## src/rtl/oaee_pkg.sv

```systemverilog
// Shared types and constants for the ordered array edit engine.
// No dependencies. The top level and the entry RAM import it.
package oaee_pkg;

  localparam int DEPTH_DEF = 16;
  localparam int DATA_W    = 32;
  // A dump never returns more entries than this.
  localparam int DUMP_MAX  = 16;

  typedef enum logic [1:0] {
    OP_INSERT = 2'd0,
    OP_DELETE = 2'd1,
    OP_DUMP   = 2'd2,
    OP_DEDUP  = 2'd3
  } op_t;

  typedef enum logic [1:0] {
    ST_OK      = 2'd0,
    ST_BAD_POS = 2'd1,
    ST_FULL    = 2'd2
  } status_t;

  typedef struct packed {
    op_t                       op;
    logic signed [DATA_W-1:0]  value;
    logic [4:0]                position;
  } in_req_t;

  typedef struct packed {
    status_t                   status;
    logic                      item_valid;
    logic signed [DATA_W-1:0]  entry_value;
    logic [3:0]                entry_index;
    logic                      last;
    logic [4:0]                count_after;
  } out_req_t;

endpackage

```

## src/rtl/oaee_ram.sv

```systemverilog
// Entry store of the edit engine: one write port, one read port, registered read.
// Depends on oaee_pkg for the data width.
module oaee_ram import oaee_pkg::*; #(
  parameter int DEPTH = DEPTH_DEF,
  parameter int AW    = $clog2(DEPTH)
) (
  input  logic              clk,
  input  logic              we,
  input  logic [AW-1:0]     waddr,
  input  logic [DATA_W-1:0] wdata,
  input  logic              re,
  input  logic [AW-1:0]     raddr,
  output logic [DATA_W-1:0] rdata
);

  logic [DATA_W-1:0] mem_r [DEPTH];
  logic [DATA_W-1:0] rdata_r;

  always_ff @(posedge clk) begin
    if (we) begin
      mem_r[waddr] <= wdata;
    end
    if (re) begin
      rdata_r <= mem_r[raddr];
    end
  end

  assign rdata = rdata_r;

endmodule

```

## src/rtl/ordered_array_edit_engine.sv

```systemverilog
// Ordered array edit engine: a list of signed entries held in a single-port-pair RAM.
// Insert shifts the entries above the position up before writing, delete shifts them down,
// dump reads and returns each entry, remove-duplicates compares each entry against the kept ones.
// One request is worked on at a time; the result register lets the next request in early.
// Reset (rst_n, synchronous) empties the list; RAM contents are not cleared, since only
// entries below the count are ever read.
module ordered_array_edit_engine import oaee_pkg::*; #(
  parameter int DEPTH = DEPTH_DEF
) (
  input  logic     clk,
  input  logic     rst_n,
  input  logic     in_valid,
  output logic     in_ready,
  input  in_req_t  in_data,
  output logic     out_valid,
  input  logic     out_ready,
  output out_req_t out_data
);

  localparam int CW = $clog2(DEPTH + 1);
  localparam int AW = $clog2(DEPTH);
  localparam int XW = (CW > 5) ? CW : 5;
  localparam logic [XW-1:0] DEPTH_X = XW'(DEPTH);
  localparam logic [XW-1:0] DUMP_X  = XW'(DUMP_MAX);

  typedef enum logic [3:0] {
    S_IDLE, S_INS_SH, S_INS_WR, S_DEL_SH, S_DMP_RD, S_DMP_OUT,
    S_DD_NEXT, S_DD_CAND, S_DD_CMP, S_RESP
  } state_t;

  state_t                   state_r, state_nxt;
  logic [CW-1:0]            count_r, count_nxt;
  logic [XW-1:0]            idx_r, idx_nxt;
  logic [CW-1:0]            kept_r, kept_nxt;
  logic [CW-1:0]            k_r, k_nxt;
  logic [4:0]               pos_r, pos_nxt;
  logic [DATA_W-1:0]        val_r, val_nxt;
  logic [DATA_W-1:0]        cand_r, cand_nxt;
  status_t                  status_r, status_nxt;
  logic                     pend_r, pend_nxt;
  logic [AW-1:0]            pend_addr_r, pend_addr_nxt;
  logic                     out_valid_r, out_valid_nxt;
  out_req_t                 out_data_r, out_data_nxt;

  logic                     ram_we, ram_re;
  logic [AW-1:0]            ram_waddr, ram_raddr;
  logic [DATA_W-1:0]        ram_wdata, rd_data;

  logic                     out_free;
  logic [XW-1:0]            cnt_x, pos_x, in_pos_x, idx_m1, idx_p1, dump_n;
  logic [CW-1:0]            k_inc, kept_inc;

  oaee_ram #(.DEPTH(DEPTH), .AW(AW)) u_ram (
    .clk   (clk),
    .we    (ram_we),
    .waddr (ram_waddr),
    .wdata (ram_wdata),
    .re    (ram_re),
    .raddr (ram_raddr),
    .rdata (rd_data)
  );

  assign out_free = !out_valid_r || out_ready;
  assign cnt_x    = XW'(count_r);
  assign pos_x    = XW'(pos_r);
  assign in_pos_x = XW'(in_data.position);
  assign idx_m1   = idx_r - 1'b1;
  assign idx_p1   = idx_r + 1'b1;
  assign dump_n   = (cnt_x > DUMP_X) ? DUMP_X : cnt_x;
  assign k_inc    = k_r + 1'b1;
  assign kept_inc = kept_r + 1'b1;

  assign in_ready  = (state_r == S_IDLE);
  assign out_valid = out_valid_r;
  assign out_data  = out_data_r;

  always_comb begin
    state_nxt     = state_r;
    count_nxt     = count_r;
    idx_nxt       = idx_r;
    kept_nxt      = kept_r;
    k_nxt         = k_r;
    pos_nxt       = pos_r;
    val_nxt       = val_r;
    cand_nxt      = cand_r;
    status_nxt    = status_r;
    pend_nxt      = 1'b0;
    pend_addr_nxt = pend_addr_r;
    out_valid_nxt = out_valid_r && !out_ready;
    out_data_nxt  = out_data_r;
    ram_re        = 1'b0;
    ram_raddr     = '0;
    // A shift step writes back the entry read in the previous cycle.
    ram_we        = pend_r;
    ram_waddr     = pend_addr_r;
    ram_wdata     = rd_data;

    unique case (state_r)
      S_IDLE: begin
        if (in_valid) begin
          pos_nxt    = in_data.position;
          val_nxt    = in_data.value;
          status_nxt = ST_OK;
          unique case (in_data.op)
            OP_INSERT: begin
              if (in_pos_x > cnt_x) begin
                status_nxt = ST_BAD_POS;
                state_nxt  = S_RESP;
              end else if (cnt_x == DEPTH_X) begin
                status_nxt = ST_FULL;
                state_nxt  = S_RESP;
              end else begin
                idx_nxt   = cnt_x;
                state_nxt = S_INS_SH;
              end
            end
            OP_DELETE: begin
              if (in_pos_x >= cnt_x) begin
                status_nxt = ST_BAD_POS;
                state_nxt  = S_RESP;
              end else begin
                idx_nxt   = in_pos_x + 1'b1;
                state_nxt = S_DEL_SH;
              end
            end
            OP_DUMP: begin
              idx_nxt   = '0;
              state_nxt = (count_r == '0) ? S_RESP : S_DMP_RD;
            end
            OP_DEDUP: begin
              idx_nxt   = '0;
              kept_nxt  = '0;
              state_nxt = S_DD_NEXT;
            end
          endcase
        end
      end

      // Entries move up one place, highest first, with read and write overlapped.
      S_INS_SH: begin
        if (idx_r > pos_x) begin
          ram_re        = 1'b1;
          ram_raddr     = idx_m1[AW-1:0];
          pend_nxt      = 1'b1;
          pend_addr_nxt = idx_r[AW-1:0];
          idx_nxt       = idx_m1;
        end else begin
          state_nxt = S_INS_WR;
        end
      end

      S_INS_WR: begin
        ram_we    = 1'b1;
        ram_waddr = pos_x[AW-1:0];
        ram_wdata = val_r;
        count_nxt = count_r + 1'b1;
        state_nxt = S_RESP;
      end

      S_DEL_SH: begin
        if (idx_r < cnt_x) begin
          ram_re        = 1'b1;
          ram_raddr     = idx_r[AW-1:0];
          pend_nxt      = 1'b1;
          pend_addr_nxt = idx_m1[AW-1:0];
          idx_nxt       = idx_p1;
        end else begin
          count_nxt = count_r - 1'b1;
          state_nxt = S_RESP;
        end
      end

      S_DMP_RD: begin
        ram_re    = 1'b1;
        ram_raddr = idx_r[AW-1:0];
        state_nxt = S_DMP_OUT;
      end

      S_DMP_OUT: begin
        if (out_free) begin
          out_valid_nxt            = 1'b1;
          out_data_nxt.status      = ST_OK;
          out_data_nxt.item_valid  = 1'b1;
          out_data_nxt.entry_value = rd_data;
          out_data_nxt.entry_index = idx_r[3:0];
          out_data_nxt.last        = (idx_p1 == dump_n);
          out_data_nxt.count_after = cnt_x[4:0];
          if (idx_p1 == dump_n) begin
            state_nxt = S_IDLE;
          end else begin
            idx_nxt   = idx_p1;
            state_nxt = S_DMP_RD;
          end
        end
      end

      // Outer pass over the list: fetch the next candidate or finish.
      S_DD_NEXT: begin
        if (idx_r == cnt_x) begin
          count_nxt = kept_r;
          state_nxt = S_RESP;
        end else begin
          ram_re    = 1'b1;
          ram_raddr = idx_r[AW-1:0];
          state_nxt = S_DD_CAND;
        end
      end

      S_DD_CAND: begin
        cand_nxt = rd_data;
        if (kept_r == '0) begin
          ram_we    = 1'b1;
          ram_waddr = kept_r[AW-1:0];
          ram_wdata = rd_data;
          kept_nxt  = kept_inc;
          idx_nxt   = idx_p1;
          state_nxt = S_DD_NEXT;
        end else begin
          ram_re    = 1'b1;
          ram_raddr = '0;
          k_nxt     = '0;
          state_nxt = S_DD_CMP;
        end
      end

      // Compare the candidate against each kept entry, reading the next one meanwhile.
      S_DD_CMP: begin
        if (rd_data == cand_r) begin
          idx_nxt   = idx_p1;
          state_nxt = S_DD_NEXT;
        end else if (k_inc == kept_r) begin
          ram_we    = 1'b1;
          ram_waddr = kept_r[AW-1:0];
          ram_wdata = cand_r;
          kept_nxt  = kept_inc;
          idx_nxt   = idx_p1;
          state_nxt = S_DD_NEXT;
        end else begin
          ram_re    = 1'b1;
          ram_raddr = k_inc[AW-1:0];
          k_nxt     = k_inc;
        end
      end

      S_RESP: begin
        if (out_free) begin
          out_valid_nxt            = 1'b1;
          out_data_nxt.status      = status_r;
          out_data_nxt.item_valid  = 1'b0;
          out_data_nxt.entry_value = '0;
          out_data_nxt.entry_index = '0;
          out_data_nxt.last        = 1'b1;
          out_data_nxt.count_after = cnt_x[4:0];
          state_nxt                = S_IDLE;
        end
      end

      default: begin
        state_nxt = S_IDLE;
      end
    endcase
  end

  always_ff @(posedge clk) begin
    if (!rst_n) begin
      state_r     <= S_IDLE;
      count_r     <= '0;
      idx_r       <= '0;
      kept_r      <= '0;
      k_r         <= '0;
      status_r    <= ST_OK;
      pend_r      <= 1'b0;
      out_valid_r <= 1'b0;
    end else begin
      state_r     <= state_nxt;
      count_r     <= count_nxt;
      idx_r       <= idx_nxt;
      kept_r      <= kept_nxt;
      k_r         <= k_nxt;
      status_r    <= status_nxt;
      pend_r      <= pend_nxt;
      out_valid_r <= out_valid_nxt;
    end
    pos_r       <= pos_nxt;
    val_r       <= val_nxt;
    cand_r      <= cand_nxt;
    pend_addr_r <= pend_addr_nxt;
    out_data_r  <= out_data_nxt;
  end

`ifndef ASSERT_OFF
  a_count_bound: assert property (@(posedge clk) disable iff (!rst_n)
    cnt_x <= DEPTH_X)
    else $error("entry count above depth");

  a_wr_addr: assert property (@(posedge clk) disable iff (!rst_n)
    ram_we |-> (XW'(ram_waddr) < DEPTH_X))
    else $error("RAM write beyond depth");

  a_no_wr_clash: assert property (@(posedge clk) disable iff (!rst_n)
    (state_r == S_INS_WR || state_r == S_DD_CAND || state_r == S_DD_CMP) |-> !pend_r)
    else $error("shift write-back overlaps another write");

  a_dedup_k: assert property (@(posedge clk) disable iff (!rst_n)
    (state_r == S_DD_CMP) |-> (k_r < kept_r && XW'(kept_r) <= idx_r))
    else $error("duplicate scan index out of order");

  a_dump_rd: assert property (@(posedge clk) disable iff (!rst_n)
    (state_r == S_DMP_RD) |-> (idx_r < cnt_x && idx_r < DUMP_X))
    else $error("dump reads past the list");
`endif

endmodule

```

## config.mk

```make
export PLATFORM = sky130hd
export DESIGN_NAME = ordered_array_edit_engine
export DESIGN_NICKNAME = d
export VERILOG_FILES = /design/src/rtl/oaee_pkg.sv /design/src/rtl/oaee_ram.sv /design/src/rtl/ordered_array_edit_engine.sv
export SDC_FILE = /design/constraint.sdc
export NUM_CORES = 1
export LEC_CHECK = 0
export BUFFER_PORTS_ARGS = -buffer_cell sky130_fd_sc_hd__buf_2
export CAP_MARGIN = 10
export CORE_MARGIN = 2
export CORE_UTILIZATION = 50
export CTS_CLUSTER_DIAMETER = 100
export DETAILED_ROUTE_END_ITERATION = 10
export PLACE_DENSITY = 0.65
export SLEW_MARGIN = 5
export SYNTH_ARGS = -nofsm -noshare
export SYNTH_HDL_FRONTEND = slang
export SYNTH_SLANG_ARGS = --single-unit
export TNS_END_PERCENT = 50
```

## constraint.sdc

```tcl
create_clock -name clk -period 15.5 [get_ports clk]
set_input_delay 0.775 -clock clk [delete_from_list [all_inputs] [get_ports clk]]
set_output_delay 0.775 -clock clk [all_outputs]
set_load 0.1 [all_outputs]
```

== Word-level counts from Yosys, hierarchy flattened ==
Memory sizes are Yosys's and may differ from the RTL's. A register that Yosys moved wholly into a read port is not among the register bits.
Index checks and enable logic that the tools add are counted.
Word-level totals
  bits in registers: 146
  RAM bits: 512
  input port bits: 43
  logic and storage cells: 173
  memories: 1
Operators by class
  $add $sub $neg: 7
  magnitude comparators: 5
  equality and inequality tests: 36
  mux-type cells: 82
  reductions and logical operators: 24
Memory list
  u_ram.mem_r: words 16, bits a word 32, rd ports 1, clocked after memory_dff 1, wr ports 1, RTL line oaee_ram.sv:16  | logic [DATA_W-1:0] mem_r [DEPTH];
Operator list (number)
  $mux W5: 22
  $mux W4: 23
  $mux W45: 2
  $pmux W45 S2: 1
  $mux W32: 2
  $pmux W32 S2: 1
  $pmux W5 S3: 3
  $pmux W4 S10: 1
  $eq A32 B32 Y1: 1
  $pmux W5 S6: 1
  $ne A2 B2 Y1 const B: 14
  $add A5 B1 Y5 const B: 5
  $pmux W4 S5: 1
  $eq A4 B3 Y1 const B: 4
  $pmux W4 S4: 1
  $eq A5 B5 Y1: 3
  $mux W1: 14
  $ne A3 B3 Y1 const B: 4
  $pmux W4 S3: 1
  $reduce_and A6 Y1: 2
  $reduce_and A11 Y1: 1
  $gt A5 B5 Y1: 2
  $logic_not A5 Y1: 2
  $pmux W5 S2: 1
  30 further kinds: 42

== Depth between registers and ports, before layout ==
Gate-level depths: netlist of run 1.
  word-level depth: 7
  depth in mapped cells: 15

== Modules after synthesis ==
From an unflattened synthesis of run 1, not the netlist that was laid out.
Second synthesis, totals
  cells, all modules: 1519
  area total of the unflattened synthesis: 27924.3 µm²
Modules (own cells, without submodules)
  oaee_ram: instances 1, cells an instance 838, area each 20155.6 µm², sequential area each 16335.7 µm²
  ordered_array_edit_engine: instances 1, cells an instance 681, area each 7768.7 µm², sequential area each 4103.9 µm²

== Worst setup path before layout of run 1 ==
OpenSTA, ideal clock, no wires.
  path type: reg2reg
  start: register state_r[2]
  end: memory u_ram.mem_r[2][0], enable pin
  library setup time: 0.421 ns
  arrival time: 4.439 ns
  required time: 15.079 ns
  path slack: 10.640 ns
  cell stages (with the launch flop): 9
  buffers on the path: 1
  cells stage by stage: dfxtp_1 -> clkbuf_1 -> nand2_1 -> nor2_1 -> nand2_1 -> o21ai_0 -> a22oi_1 -> a211o_1 -> nor2_1
Between the ends
  word-level cells in the longest chain between the ends: 4
  elaborated cells on any way between the ends: 7
  classes of those cells: eq/ne: 3; mux: 4
RTL lines
  start: declaration: RTL line ordered_array_edit_engine.sv:31  | state_t state_r, state_nxt;
  start signal: assignment: RTL line ordered_array_edit_engine.sv:275  | state_r <= state_nxt;
  $eq A4 B4 Y1 (tied with other cells): RTL line ordered_array_edit_engine.sv:98  | unique case (state_r)
  $pmux W1 S3: RTL line ordered_array_edit_engine.sv:98
  $mux W1: RTL line oaee_ram.sv:20  | if (we) begin
  $mux W1 (implied by the code): RTL line oaee_ram.sv:21  | mem_r[waddr] <= wdata;
  end: declaration: RTL line oaee_ram.sv:16
Parallel ways exist; a longest one is shown, timed or not.

== Worst setup path in the final report of run 1 ==
  start: register idx_r[0]
  end: register u_ram.rdata_r[7], in the netlist u_ram.rdata[7] (read register of u_ram.mem_r) (data pin)
Between the ends
  word-level cells in the longest chain between the ends: 3
  elaborated cells on any way between the ends: 12
  classes of those cells: add/sub: 1; order compare: 2; eq/ne: 1; mux: 8
RTL lines
  start: declaration: RTL line ordered_array_edit_engine.sv:33  | logic [XW-1:0] idx_r, idx_nxt;
  start signal: assignment: RTL line ordered_array_edit_engine.sv:277  | idx_r <= idx_nxt;
  $sub A5 B1 Y5 (tied with other cells): RTL line ordered_array_edit_engine.sv:67  | assign idx_m1 = idx_r - 1'b1;
  $mux W4 (tied with other cells): RTL line ordered_array_edit_engine.sv:141  | if (idx_r > pos_x) begin
  $pmux W4 S5 / $pmux W1 S6 (equally long branches): RTL line ordered_array_edit_engine.sv:98
  end: declaration: RTL line oaee_ram.sv:17  | logic [DATA_W-1:0] rdata_r;
Parallel ways exist; a longest one is shown, timed or not.
A chain may end at the register's enable or synchronous reset.

==> results of run 1 <==
==> Yosys cell counts (3+ instances only) <==
cell type | number | area share (%)
sky130_fd_sc_hd__nand3_1 | 81 | 1.3
sky130_fd_sc_hd__nor3_1 | 15 | 0.25
sky130_fd_sc_hd__nor4_1 | 10 | 0.21
sky130_fd_sc_hd__nand2_1 | 255 | 3.1
sky130_fd_sc_hd__inv_1 | 94 | 1.2
sky130_fd_sc_hd__nand4_1 | 7 | 0.14
sky130_fd_sc_hd__nor2_1 | 53 | 0.65
sky130_fd_sc_hd__a221o_1 | 36 | 1.2
sky130_fd_sc_hd__o21a_1 | 8 | 0.20
sky130_fd_sc_hd__mux2_4 | 15 | 0.74
sky130_fd_sc_hd__a211oi_1 | 40 | 0.99
sky130_fd_sc_hd__or3_1 | 4 | 0.082
sky130_fd_sc_hd__dfxtp_1 | 28 | 1.8
sky130_fd_sc_hd__xnor2_1 | 20 | 0.58
sky130_fd_sc_hd__a211o_1 | 3 | 0.086
sky130_fd_sc_hd__buf_1 | 8 | 0.099
sky130_fd_sc_hd__o211ai_1 | 231 | 5.7
sky130_fd_sc_hd__a221oi_1 | 6 | 0.17
sky130_fd_sc_hd__a21oi_1 | 74 | 1.2
sky130_fd_sc_hd__xor2_1 | 44 | 1.3
sky130_fd_sc_hd__o21ai_0 | 69 | 1.1
sky130_fd_sc_hd__nor2b_1 | 11 | 0.23
sky130_fd_sc_hd__ha_1 | 24 | 0.99
sky130_fd_sc_hd__a41oi_1 | 63 | 1.8
sky130_fd_sc_hd__mux2_2 | 18 | 0.67
sky130_fd_sc_hd__and3_1 | 41 | 0.84
sky130_fd_sc_hd__buf_6 | 9 | 0.33
sky130_fd_sc_hd__a22oi_1 | 67 | 1.7
sky130_fd_sc_hd__o21bai_1 | 3 | 0.074
sky130_fd_sc_hd__and2_1 | 72 | 1.5
sky130_fd_sc_hd__a21o_1 | 5 | 0.12
sky130_fd_sc_hd__edfxtp_1 | 662 | 65
sky130_fd_sc_hd__o21ai_1 | 17 | 0.28
sky130_fd_sc_hd__clkbuf_1 | 118 | 1.5
sky130_fd_sc_hd__a32oi_1 | 3 | 0.086
sky130_fd_sc_hd__nand2b_1 | 6 | 0.12
sky130_fd_sc_hd__a2bb2oi_1 | 3 | 0.086
sky130_fd_sc_hd__buf_2 | 40 | 0.66
sky130_fd_sc_hd__o221ai_1 | 3 | 0.086
sky130_fd_sc_hd__mux2i_1 | 3 | 0.099
sky130_fd_sc_hd__a31oi_1 | 3 | 0.062
==> cells in the final DEF (no fill, tap or decap), types with 7 or more instances in the layout <==
master,n
sky130_fd_sc_hd__nor4_1,10
sky130_fd_sc_hd__a41oi_1,63
sky130_fd_sc_hd__mux2_2,18
sky130_fd_sc_hd__and2_1,72
sky130_fd_sc_hd__a21oi_1,74
sky130_fd_sc_hd__nor3_1,9
sky130_fd_sc_hd__clkbuf_16,74
sky130_fd_sc_hd__clkbuf_1,17
sky130_fd_sc_hd__and3_1,41
sky130_fd_sc_hd__buf_4,41
sky130_fd_sc_hd__o21ai_1,15
sky130_fd_sc_hd__inv_1,92
sky130_fd_sc_hd__dfxtp_1,27
sky130_fd_sc_hd__o211ai_1,231
sky130_fd_sc_hd__ha_1,24
sky130_fd_sc_hd__xnor2_1,20
sky130_fd_sc_hd__a221o_1,34
sky130_fd_sc_hd__nand4_1,7
sky130_fd_sc_hd__a211oi_1,40
sky130_fd_sc_hd__buf_2,89
sky130_fd_sc_hd__o21ai_0,68
sky130_fd_sc_hd__edfxtp_1,662
sky130_fd_sc_hd__mux2_4,15
sky130_fd_sc_hd__nand3_1,80
sky130_fd_sc_hd__nor2b_1,11
sky130_fd_sc_hd__nor2_1,38
sky130_fd_sc_hd__nand2_1,255
sky130_fd_sc_hd__clkinv_1,16
sky130_fd_sc_hd__clkinv_2,7
sky130_fd_sc_hd__xor2_1,44
sky130_fd_sc_hd__a22oi_1,67
sky130_fd_sc_hd__nor2_4,14
==> kinds of logic (layout without fill, tap and decap cells) <==
group,Yosys count,after routing,synth area share (%)
flops,690,690,67.1
xor+xnor,65,65,1.92
compound gates,661,661,15.9
buf+inv,272,356,3.76
fa+ha+maj,25,25,1.05
mux,36,36,1.50
simple gates,566,566,8.76
==> worst max-delay path, cell delays in order (launching register included) <==
cell	delay [ns]
sky130_fd_sc_hd__dfxtp_1	0.66
sky130_fd_sc_hd__inv_1	0.37
sky130_fd_sc_hd__ha_1	0.41
sky130_fd_sc_hd__nand3_1	0.08
sky130_fd_sc_hd__o211ai_1	0.41
sky130_fd_sc_hd__o31ai_1	0.25
sky130_fd_sc_hd__a2bb2oi_1	0.45
sky130_fd_sc_hd__a21boi_4	0.90
sky130_fd_sc_hd__buf_4	0.92
sky130_fd_sc_hd__o211ai_1	0.21
sky130_fd_sc_hd__a22oi_1	0.30
sky130_fd_sc_hd__o211ai_1	0.22
==> worst paths after layout <==
path	slack [ns]	depth (start not counted)	to
min	0.32	1	val_r[13]
max reg2reg	9.90	11	u_ram.rdata[7]
max	9.90	11	u_ram.rdata[7]
min reg2reg	0.49	2	k_r[1]
==> where the power goes <==
part	internal (mW)	switching [mW]	leakage (nW)	total, mW
Combinational	0.497	1.38	4.03	1.87
Sequential	2.62	0.210	6.22	2.83
Clock	0.974	0.719	1.11	1.69
==> area by class of cell <==
type / instances / area share [%]
Clock inverter: 37 / 1.01
Sequential cell: 690 / 60.3
Tap cell: 782 / 2.88
Timing Repair Buffer: 132 / 2.34
Inverter: 94 / 1.04
Multi-Input combinational cell: 1353 / 26.7
Clock buffer: 93 / 5.73
==> per-stage QoR <==
step | setup WS (ns) | std cells | hold slack [ns]
6_report | 9.90 | 3181 | 0.325
5_1_grt | 9.66 | 3181 | 0.305
4_1_cts | 9.99 | 3181 | 0.295
3_5_place_dp | 10.05 | 3051 | 0.482
3_3_place_gp | 10.15 | 3051 | 0.478
2_1_floorplan | 10.64 | 2315 | 0.427
==> per-layer routing <==
layer	routed length, um	vias to the layer above	share of wire [%]
li1	-	9034	-
met1	35700	10295	41
met2	40100	1194	46
met3	9030	187	10
met4	2550	0	2.9
met5	0	-	0
==> sequential cells by signal (all words and copies together) (netlist names) <==
register	cells
u_ram.mem_r	512
k_r	5
val_r	32
u_ram.rdata	32
kept_r	5
pend_addr_r	4
out_valid	1
pend_r	1
cnt_x	5
out_data	45
status_r	2
idx_r	5
state_r	4
pos_r	5
cand_r	32
==> impl_summary.txt, run 1 <==
----------------------------------------------------
[Placement]
  Port bufs ... ~90
  Final estimated routing congestion in global placement ... approximately 0.90
  HPWL Detailed ... 47600 um
  Total cell area at the placement stage ... roughly 32000 um2

[Critical path]
  Crit path from ... idx_r[0]
  Worst Path Max Fanout ... 69
  RR Startpoint ... idx_r[0]
  Kind of critical path ... reg -> reg
  Endpoint class of the critical path ... flip-flop
  Arrival time at the worst endpoint ... between 5 and 6 ns
  Element type at the critical path start ... flip-flop
  Required time at the worst-slack endpoint ... about 16 ns

[Timing]
  Worst-Margin Slew ... between 1 and 1.5 ns
  Achievable Freq ... between 150 and 200 MHz
  Sum Neg Setup Slack ... 0 ns
  Hold violation count in the final report ... 0
  Worst clock skew ... 0.0279 ns
  Shortest clock period the worst path allows after layout ... approximately 5.6 ns
  Setup repair after global routing missed its margin ... no
  Final setup violation count ... 0
  Tcrit/Tclk final ... 36.1%
  Slew headroom ... 18.9%
  Max-slew violation count ... 0

[Synth]
  Prevailing post-synth register cell ... sky130_fd_sc_hd__edfxtp_1
  FFs w/ async S/R, synth ... 0%
  Number of enable-type register cells in the synthesized netlist ... 662
  Cell area after technology mapping ... just over 30000 um2
  Total of flip-flops plus latches after synthesis ... 690
  Sequential cell area fraction in the yosys report ... 67.1%
  Synth warnings ... 0
  Distinct cells, synth ... 74
  Number of cells produced by synthesis ... 2315
  Syn nets ... around 2400
  Average size of a mapped cell ... ~13 um2

[Floorplan]
  Starting Density ... approximately half
  Overall die area ... 62900 um2
  Area inside the core boundary ... about 60000 um2
  Overall die height ... 251 um
  I/O pin total ... 90
  Die W ... ~250 um
  Cell row count ... 90

[Clock tree]
  Post-CTS repair timing setup buffer count ... 0
  Maximum level of the CTS H-tree ... 3
  Cts bufs inserted ... 73
  CTS clock-pin slew for the worst setup and hold paths ... 0.06 ns
  Root Buffer Master ... sky130_fd_sc_hd__clkbuf_16
  # hold bufs at CTS ... 0
  Worst-case clock buffer depth ... 3
  Clock insertion delay at the later pin of the skew report ... between 0.6 and 0.7 ns
  Clock sink count ... 690
  Post-cts sizing count ... 0
  TritonCTS clock tree ... done

[Global routing]
  GRT Util Overall ... 27.5%
  Met3 layer usage reported by global route ... approximately 5.8%
  Largest net degree at the start of global routing ... 129
  Global-route wire length before repair ... 128000 um
  Most Crowded Layer GR ... met2
  GR met2 Demand/Resource ... between 40% and 50%
  Met1 layer usage reported by global route ... 38.8%
  Vias in the first global route ... about 20000
  Overflow left after global routing ... 0
  Antenna violations before repair ... 0

[Min path]
  Tightest Hold Check Type ... in -> reg
  Start point of the worst min-delay path ... in_data[18]

[Drt]
  Overall via count from detail_route ... 20710
  Antenna-violating nets left ... 0
  DRC viols ... 0
  Avg WL per Cell ... approximately 27 um
  Pre-antenna DRT Iters ... 6
  Detailed router's first-iteration violation count ... roughly 2500
  Final wirelength ... around 90000 um
  Routed vias/inst ... about 6.5

[Final layout]
  Fraction of layout cells with a size suffix above 1 ... roughly an eighth
  Total area of multi-input combinational cells ... 9070 um2
  Footprint of the flip-flops and latches ... 20400 um2
  Layout fillers ... 4800
  Area Overhead vs Synth ... 11.5%
  Utilization after layout ... ~56%
  Final net count ... between 2000 and 2500
  Antenna diode count ... 0
  Post-route cell area ... 33900 um2

[Status]
  Status ... complete, no violations

[Pwr]
  Leakage Power ... between 10 and 15 nW
  Design Power ... roughly 6.4 mW
  Cell Pwr Density ... roughly 190 nW/um2
  Peak supply drop ... about 110 uV

[Run]
  Max-cap viol count ... 0

----------------------------------------------------
Power figures use the tool's default switching activity.
==> run 2: changes to the inputs <==
Settings changed: ABC_AREA set to 1, PLACE_DENSITY 0.65 to 0.68.
Clock period 15.5 ns to 5.02 ns, I/O delays scaled along.
==> impl_summary.txt, run 2 <==
----------------------------------------------------
[Critical path]
  Arrival time at the worst endpoint ... 4.35 ns (-1.57 ns)
  RR Startpoint ... idx_r[0]
  Required time at the worst-slack endpoint ... 5.32 ns (-10.50 ns)
  Kind of critical path ... reg -> reg
  Worst Path Max Fanout ... 111 (+61%)
  FF-to-FF setup slack ... 0.97 ns (-8.92 ns)
  Endpoint class of the critical path ... flip-flop
  Element type at the critical path start ... flip-flop
  Capture point of the worst reg-to-reg path ... u_ram.rdata[30]
  Worst Reg-to-Reg Cells ... 16 (+5)

[Timing]
  Sum Neg Setup Slack ... 0 ns (unchanged)
  Worst-Margin Slew ... 1.22 ns (+0.00549 ns)
  Tcrit/Tclk final ... 80.6% (+44 points)
  Final setup violation count ... 0 (unchanged)
  Hold violation count in the final report ... 0 (unchanged)
  Worst clock skew ... 0.0277 ns (-0.000156 ns)
  Slew headroom ... 18.4% (-0.42 points)
  Shortest clock period the worst path allows after layout ... 4.05 ns (-1.56 ns)
  Worst Hold Margin ... 0.0313 ns (-0.293 ns)
  Achievable Freq ... 247 MHz (+38%)
  Setup repair after global routing missed its margin ... no
  Max-slew violation count ... 0 (unchanged)

[Global routing]
  GRT Util Overall ... 25.7% (-1.8 points)
  Antenna violations before repair ... 0 (unchanged)
  Largest net degree at the start of global routing ... 192 (+49%)
  Vias in the first global route ... 21209 (+8.1%)
  Global-route wire length before repair ... 125000 um (-2.7%)
  Overflow left after global routing ... 0 (unchanged)

[Synth]
  Cell area after technology mapping ... 31100 um2 (+2.2%)
  Main combinational cell family by area after synthesis ... simple AND/OR/NAND/NOR gates
  Average size of a mapped cell ... 10.5 um2 (-20%)
  Distinct cells, synth ... 38 (-49%)
  Sequential cell area fraction in the yosys report ... 65.7% (-1.4 points)
  Most frequently used cell type in the post-synthesis netlist ... sky130_fd_sc_hd__edfxtp_1
  Post-synthesis share of cell area spent on and, or, nand and nor gates ... 20.6% (+12 points)
  Prevailing post-synth register cell ... sky130_fd_sc_hd__edfxtp_1
  Syn nets ... 3021 (+27%)
  Cell type with the largest total area after synthesis ... sky130_fd_sc_hd__edfxtp_1
  Total of flip-flops plus latches after synthesis ... 690 (unchanged)
  Post-synthesis share of cell area spent on xor and xnor gates ... 0.986% (-0.93 points)
  Mux share of post-synthesis cell area ... 0% (-1.5 points)
  Synth warnings ... 0 (unchanged)
  Leading cell types by count after synthesis ... 662 x sky130_fd_sc_hd__edfxtp_1, 615 x sky130_fd_sc_hd__nand3_1, 540 x sky130_fd_sc_hd__nand2_1
  FFs w/ async S/R, synth ... 0% (unchanged)
  Number of cells produced by synthesis ... 2953 (+28%)
  Top cells by area, synth ... sky130_fd_sc_hd__edfxtp_1 64%, sky130_fd_sc_hd__nand3_1 9.9%, sky130_fd_sc_hd__nand2_1 6.5%, sky130_fd_sc_hd__inv_1 5.7%, sky130_fd_sc_hd__nand3b_1 2.3%
  Area share of the leading cell type in the synthesized netlist ... 63.9% (-1.4 points)
  Area share of fa/ha/maj cells after synthesis ... 1.03% (-0.022 points)
  Share of the synthesized area in compound gates (AO/OA/AOI/OAI) ... 3.41% (-12 points)
  Number of enable-type register cells in the synthesized netlist ... 662 (unchanged)

[Drt]
  Final wirelength ... 82400 um (-5.8%)
  Pre-antenna DRT Iters ... 6 (unchanged)
  Overall via count from detail_route ... 22037 (+6.4%)
  Avg WL per Cell ... 20.8 um (-24%)
  Routed vias/inst ... 5.57 (-14%)
  DRC viols ... 0 (unchanged)
  Detailed router's first-iteration violation count ... 2865 (+14%)
  Antenna-violating nets left ... 0 (unchanged)

[Placement]
  Port bufs ... 89 (unchanged)
  HPWL Detailed ... 45200 um (-5.1%)
  Final estimated routing congestion in global placement ... 0.917 (+1.9%)

[Clock tree]
  Clock insertion delay at the later pin of the skew report ... 0.61 ns (about the same)
  CTS clock-pin slew for the worst setup and hold paths ... 0.06 ns (about the same)
  Post-cts sizing count ... 0 (unchanged)
  Root Buffer Master ... sky130_fd_sc_hd__clkbuf_16
  Cts bufs inserted ... 73 (unchanged)
  Maximum level of the CTS H-tree ... 3 (unchanged)
  Worst-case clock buffer depth ... 3 (unchanged)
  Clock sink count ... 690 (unchanged)
  TritonCTS clock tree ... done

[Final layout]
  Fraction of layout cells with a size suffix above 1 ... 9.52% (-3.3 points)
  Final net count ... 3133 (+30%)
  Most frequent cells in the layout ... 662 x sky130_fd_sc_hd__edfxtp_1, 614 x sky130_fd_sc_hd__nand3_1, 538 x sky130_fd_sc_hd__nand2_1
  Area Overhead vs Synth ... 13.6%
  Commonest non-fill, non-tap cell in the layout ... sky130_fd_sc_hd__edfxtp_1
  Biggest register ... u_ram.mem_r
  Largest register FFs ... 512 (unchanged)
  Antenna diode count ... 0 (unchanged)

[Pwr]
  Cell Pwr Density ... 618 nW/um2 (+230%)
  Leakage Power ... 14.1 nW (+24%)
  Peak supply drop ... 712 uV (+540%)

[Floorplan]
  I/O pin total ... 90 (unchanged)
  Cell row count ... 91 (+1.1%)
  Starting Density ... 50.5% (about the same)
  Overall die area ... 64200 um2 (+2.1%)
  Die W ... 253 um (+1.1%)
  Area inside the core boundary ... 61600 um2 (+2.2%)
  Overall die height ... 253 um (+1.1%)

[Status]
  Status ... complete, no violations

[Min path]
  Tightest Hold Check Type ... in -> reg
  Start point of the worst min-delay path ... rst_n
  Cell depth of the worst min-delay path ... 3 (+2)
  Endpoint with the worst hold slack ... out_valid

[Run]
  Max-cap viol count ... 0 (unchanged)

----------------------------------------------------
## run 2: cell types whose count changed in the layout (fill, tap and decap cells not counted), sizes merged, moves of 37 or more
cell         delta
a22oi          -67
a41oi          -64
and2           -72
and3           -41
dlygate4sd3    +37
inv           +380
nand2         +290
nand3         +535
nand3b         +95
nor2           +53
o211ai        -193
## run 2: worst max-delay path by stage
stage,cells past startpoint,end,startpoint
2_1_floorplan,6,pos_r[0],state_r[1]
3_3_place_gp,16,u_ram.rdata[30],idx_r[0]
4_1_cts,16,u_ram.rdata[30],idx_r[0]
5_1_grt,16,u_ram.rdata[30],idx_r[0]
3_5_place_dp,16,u_ram.rdata[30],idx_r[0]
6_report,16,u_ram.rdata[30],idx_r[0]
## run 2: logic make-up after synthesis
| group | after synthesis |
|---|---|
| DFF | 690 |
| adders and majority gates | 25 |
| buffers and inverters | 635 |
| AOI/OAI and AO/OA | 181 |
| and+or+nand+nor | 1387 |
| xor gates and xnor gates | 35 |
## run 2: critical path, cell delays in order (launching register included)
cell and delay (ns):
sky130_fd_sc_hd__dfxtp_1 0.50, sky130_fd_sc_hd__clkinv_1 0.42, sky130_fd_sc_hd__ha_1 0.45, sky130_fd_sc_hd__nand2_1 0.07, sky130_fd_sc_hd__nand2_2 0.11, sky130_fd_sc_hd__inv_2 0.05, sky130_fd_sc_hd__nor2_4 0.10, sky130_fd_sc_hd__nand2_2 0.11
sky130_fd_sc_hd__o21ai_4 0.30, sky130_fd_sc_hd__nand2_8 0.45, sky130_fd_sc_hd__buf_4 0.49, sky130_fd_sc_hd__nand2_1 0.11, sky130_fd_sc_hd__nand2_1 0.05, sky130_fd_sc_hd__nand2_1 0.05, sky130_fd_sc_hd__nand3_1 0.08, sky130_fd_sc_hd__nand3_1 0.13
sky130_fd_sc_hd__nand2_1 0.18
## run 2: routing by layer
metal | track usage, % | up-vias | wire length [um]
met4 | 8.27 | 0 | 1990
met1 | 36.9 | 10571 | 34900
met5 | 0 | - | 0
li1 | - | 10229 | -
met3 | 3.98 | 149 | 7800
met2 | 40.2 | 1088 | 37700
## run 2: metrics by stage
stage          worst slack [ns]  util (%)  cells  area [um2]  power, mW
3_5_place_dp               1.07      53.0   3786       32600       16.5
5_1_grt                   0.746      57.4   3957       35300       22.8
3_3_place_gp               1.01      53.0   3786       32600       16.3
4_1_cts                    1.05      57.3   3953       35300       21.7
6_report                  0.974      57.4   3957       35300       21.8
2_1_floorplan             0.503         -   2953       31100       13.8
## run 2: area by class of cell
type | instances | area [um2]
clock buffer | 92 | 1970
clock inverter | 38 | 340
fill | 5076 | 26300
inverter | 479 | 1800
multi-input combinational | 1628 | 8280
sequential | 690 | 20400
tap | 837 | 1050
timing repair buffer | 193 | 1460
## run 2: repair_timing
item,CTS,global route
setup buffers,0,0
hold buffers,37,0
endpoints found under the hold margin,37,0
## run 2: where the power goes
part / switching (mW) / internal (mW)
Combinational: 5.79 / 1.98
Sequential: 0.382 / 8.42
Clock: 2.18 / 3.09
Total: 8.35 / 13.5
